**src/rtl/closed_polyline_subdivider_top_assert.svh**
```systemverilog
// Assertion macros shared by the closed polyline subdivider RTL.
`ifndef CLOSED_POLYLINE_SUBDIVIDER_TOP_ASSERT_SVH
`define CLOSED_POLYLINE_SUBDIVIDER_TOP_ASSERT_SVH
`ifndef NO_ASSERTIONS
// same-cycle implication, sampled on i_clk, off during reset
`define CPS_ASSERT_IMP(lbl, ante, cons) \
    lbl: assert property (@(posedge i_clk) disable iff (!i_rst_n) (ante) |-> (cons)) \
        else $error("cps assertion failed");
// next-cycle implication, sampled on i_clk, off during reset
`define CPS_ASSERT_NXT(lbl, ante, cons) \
    lbl: assert property (@(posedge i_clk) disable iff (!i_rst_n) (ante) |=> (cons)) \
        else $error("cps assertion failed");
`else
`define CPS_ASSERT_IMP(lbl, ante, cons)
`define CPS_ASSERT_NXT(lbl, ante, cons)
`endif
`endif

```
**src/rtl/cps_pkg.sv**
```systemverilog
// Types and constants of the closed polyline subdivider.
package cps_pkg;

    localparam int IDXW   = 10;
    localparam int CRDW   = 16;
    localparam int PCW    = 11;
    localparam int EDGEW  = 35;
    localparam int APB_DW = 64;
    localparam int APB_AW = 4;

    localparam logic [2:0] CMD_APPEND = 3'd0;
    localparam logic [2:0] CMD_INSERT = 3'd1;
    localparam logic [2:0] CMD_GROW   = 3'd2;
    localparam logic [2:0] CMD_READ   = 3'd3;
    localparam logic [2:0] CMD_CLEAR  = 3'd4;

    localparam logic [1:0] ST_OK    = 2'd0;
    localparam logic [1:0] ST_RANGE = 2'd1;
    localparam logic [1:0] ST_FULL  = 2'd2;

    // register select is paddr bit 3 (8-byte spacing)
    localparam logic REG_EDGE = 1'b0;
    localparam logic REG_PTS  = 1'b1;

    localparam logic [EDGEW-1:0] EDGE_RST = 35'd1024;
    localparam logic [PCW-1:0]   PTS_RST  = 11'd1024;

    typedef struct packed {
        logic [EDGEW-1:0] max_edge_sq;
        logic [PCW-1:0]   max_points;
    } t_cfg;

    typedef struct packed {
        logic signed [CRDW-1:0] x;
        logic signed [CRDW-1:0] y;
    } t_point;

endpackage

```
**src/rtl/cps_regs.sv**
```systemverilog
// APB configuration registers of the closed polyline subdivider.
module cps_regs
    import cps_pkg::*;
(
    input  logic              i_clk,
    input  logic              i_rst_n,
    input  logic              psel,
    input  logic              penable,
    input  logic              pwrite,
    input  logic [APB_AW-1:0] paddr,
    input  logic [APB_DW-1:0] pwdata,
    output logic [APB_DW-1:0] prdata,
    output t_cfg              o_cfg
);

    t_cfg r_cfg;
    logic w_sel;
    logic w_wr;

    assign w_sel = paddr[APB_AW-1];
    assign w_wr  = psel && penable && pwrite;

    always_ff @(posedge i_clk) begin
        if (!i_rst_n) begin
            r_cfg.max_edge_sq <= EDGE_RST;
            r_cfg.max_points  <= PTS_RST;
        end else if (w_wr) begin
            unique case (w_sel)
                REG_EDGE: r_cfg.max_edge_sq <= pwdata[EDGEW-1:0];
                REG_PTS:  r_cfg.max_points  <= pwdata[PCW-1:0];
                default:  ;
            endcase
        end
    end

    always_comb begin
        unique case (w_sel)
            REG_EDGE: prdata = APB_DW'(r_cfg.max_edge_sq);
            REG_PTS:  prdata = APB_DW'(r_cfg.max_points);
            default:  prdata = '0;
        endcase
    end

    assign o_cfg = r_cfg;

endmodule

```
**config.mk**
```make
export PLATFORM = sky130hd
export DESIGN_NAME = cps_regs
export DESIGN_NICKNAME = d
export VERILOG_FILES = /design/src/rtl/closed_polyline_subdivider_top_assert.svh /design/src/rtl/cps_pkg.sv /design/src/rtl/cps_regs.sv
export SDC_FILE = /design/constraint.sdc
export NUM_CORES = 1
export LEC_CHECK = 0
export BUFFER_PORTS_ARGS = -buffer_cell sky130_fd_sc_hd__buf_4
export CORE_ASPECT_RATIO = 0.8
export CORE_MARGIN = 2
export CORE_UTILIZATION = 44
export CTS_BUF_LIST = sky130_fd_sc_hd__clkbuf_4 sky130_fd_sc_hd__clkbuf_8
export CTS_CLUSTER_DIAMETER = 80
export DETAILED_ROUTE_END_ITERATION = 16
export HOLD_SLACK_MARGIN = 0.12
export PLACE_DENSITY = 0.88
export SKIP_CTS_REPAIR_TIMING = 1
export SLEW_MARGIN = 20
export SYNTH_ARGS = -nofsm -noshare
export SYNTH_HDL_FRONTEND = slang
export SYNTH_SLANG_ARGS = --single-unit
```
**constraint.sdc**
```tcl
create_clock -name i_clk -period 2.5 [get_ports i_clk]
set_clock_uncertainty 0.1 [all_clocks]
set_input_delay 0 -clock i_clk [delete_from_list [all_inputs] [get_ports i_clk]]
set_output_delay 0 -clock i_clk [all_outputs]
set_load 0.02 [all_outputs]
```
==> results.json <==
{
  "outcome": "finished, final reports clean",
  "crit_fanout": 37,
  "min_path_type": "primary input to flop",
  "power_density_nw_per_um2": 448,
  "place_hpwl_mm": 4.01,
  "rsz0062_at_grt": "false",
  "hold_viol": 0,
  "antenna_found_initial": 0,
  "final_common_cell": "buf_4",
  "maxCapViolCount": 0,
  "slew_violations": 0,
  "grt-ovfl-total": 0,
  "crit_arrival_ps": 1480,
  "avgRoutedWirePerCell_um": 13.2,
  "endpoint_kind": "flop",
  "grt_pass1_wl_mm": 8.64,
  "start_util_pct": 46.2,
  "setup_violations": 0,
  "diodes": 0,
  "cts.sinks": 46,
  "nFillCells": 384,
  "dr.pass1.iters": 4,
  "period_needed_ps": 1370,
  "io_buffers": 121,
  "num_vias": 2124,
  "io_pins": 183,
  "syn-cell-area_um2": 2340,
  "p_leak_uw": 0.00173,
  "post-route-drc-count": 0,
  "critPathLaunchType": "primary input",
  "fin_crit_sh_pct": 54.8,
  "place.gp.congestion": 0.739,
  "worst_path_most_repeated_cell": "buf_4",
  "htreeDepth": 2,
  "grt_max_degree": 82,
  "finalSetupTns_ps": 0,
  "crit_slowest_cell": "and4b_2",
  "max_stage_delay_ps": 630,
  "worst_pin_slew_ps": 750,
  "vias_per_cell": 4.55,
  "cts.reportedPaths.clkPinSlew_ps": 80,
  "largest_reg_flops": 46,
  "fmax_ghz": 0.730,
  "drive_gt1_share_pct": 35.3,
  "crit_type": "primary input to flop",
  "drt_iter0_markers": 48,
  "netlist_instances": 258,
  "core-area_um2": 5060,
  "cts.path.max_buffers": 2,
  "crit_required_ps": 2610,
  "fp-row-count": 23,
  "cts_tree": "built",
  "maxSlewHeadroom_pct": 50.0,
  "dieArea_um2": 5920,
  "cts_buffers": 5,
  "yosys_warnings": 0,
  "synth_cell_types": 13,
  "ir_drop_v": 0.000297,
  "die_h_um": 69.2,
  "final_nets": 478,
  "first_global_vias": 1807,
  "design_area_um2": 3560,
  "worstPathCellList": "buf_4 -> and4b_2 -> buf_4 -> mux2i_1",
  "placedInstanceArea_um2": 3100,
  "final_cell_mix": "buf_4, nand2_1, mux2i_1, dfxtp_1, dlygate4sd3_1",
  "syn_avg_cell_area_um2": 9.07,
  "area_delta_synth_final_pct": 52.4,
  "synth-seq-cells": 46,
  "grt_use_total_pct": 17.7,
  "drt-total-wl_mm": 6.15,
  "cts-root-buf": "clkbuf_8",
  "ant_nets": 0,
  "clock_latency_ps": 280,
  "seq_area_frac_synth_pct": 39.4,
  "die_x_um": 85.5
}
-- synth_stat cells --
| master | number | share of area (%) |
|---|---|---|
| nand2_1 | 78 | 13 |
| dfxtp_1 | 46 | 39 |
| mux2i_1 | 46 | 20 |
| buf_4 | 29 | 9.3 |
| nor2b_1 | 27 | 7.2 |
| mux2_2 | 11 | 5.3 |
| clkbuf_1 | 10 | 1.6 |
| buf_12 | 3 | 2.6 |
| buf_2 | 3 | 0.64 |
| buf_6 | 2 | 0.96 |
| and4b_1 | 1 | 0.43 |
| conb_1 | 1 | 0.16 |
| nand4_1 | 1 | 0.27 |
-- per-stage QoR --
stage / worst slack (ps) / util (%) / std cells / power [µW] / hold slack [ps]
6_report: 1130 / 70.4 / 467 / 1600 / 167
5_1_grt: 1050 / 70.4 / 467 / 1670 / 208
4_1_cts: 1160 / 63.5 / 432 / 1570 / -150
3_5_place_dp: 862 / 61.2 / 425 / 1020 / 164
3_3_place_gp: 879 / 61.2 / 425 / 1020 / 159
2_1_floorplan: 1510 / - / 286 / 964 / 42.2
-- cell families after synthesis --
family                 Yosys count  share of synthesized area [%]
muxes                           57                           25.0
DFF                             46                           39.4
other                            1                          0.160
buffers and inverters           47                           15.1
and+or+nand+nor                107                           20.4
-- power by group --
part | leakage (µW) | internal, µW | switching, µW
sequential | 0.000372 | 748 | 12.3
clock | 0.0000573 | 320 | 227
combinational | 0.00130 | 136 | 155
total | 0.00173 | 1200 | 394
-- final cells by class --
| cell class | count | area (µm²) | area share [%] |
|---|---|---|---|
| Sequential cell | 46 | 921 | 25.8 |
| Clock inverter | 1 | 30.0 | 0.842 |
| Multi-Input combinational cell | 193 | 1170 | 32.9 |
| Timing Repair Buffer | 159 | 1280 | 35.9 |
| Clock buffer | 6 | 82.6 | 2.32 |
| Tap cell | 62 | 77.6 | 2.18 |
-- worst paths after layout --
path / from / to / slack [ps] / depth (start not counted)
worst max-delay path: paddr[3] / o_cfg[14] / 1130 / 4
worst min register to register: o_cfg[26] / o_cfg[26] / 370 / 2
worst max register to register: o_cfg[7] / o_cfg[7] / 1720 / 2
worst min-delay path: penable / o_cfg[9] / 170 / 4
-- critical path, delay by kind of cell --
family	cells	cell delay (ps)
muxes	1	240
and+or+nand+nor	1	630
buffers and inverters	2	570
-- layer usage --
layer	global-route usage [%]	routed length [µm]	vias up
met5	0	0	-
met4	3.17	31	0
met3	5.83	382	5
met2	32.6	3330	81
met1	19.9	2410	980
li1	-	-	1058
No activity file was read; power rests on OpenSTA's default activity.
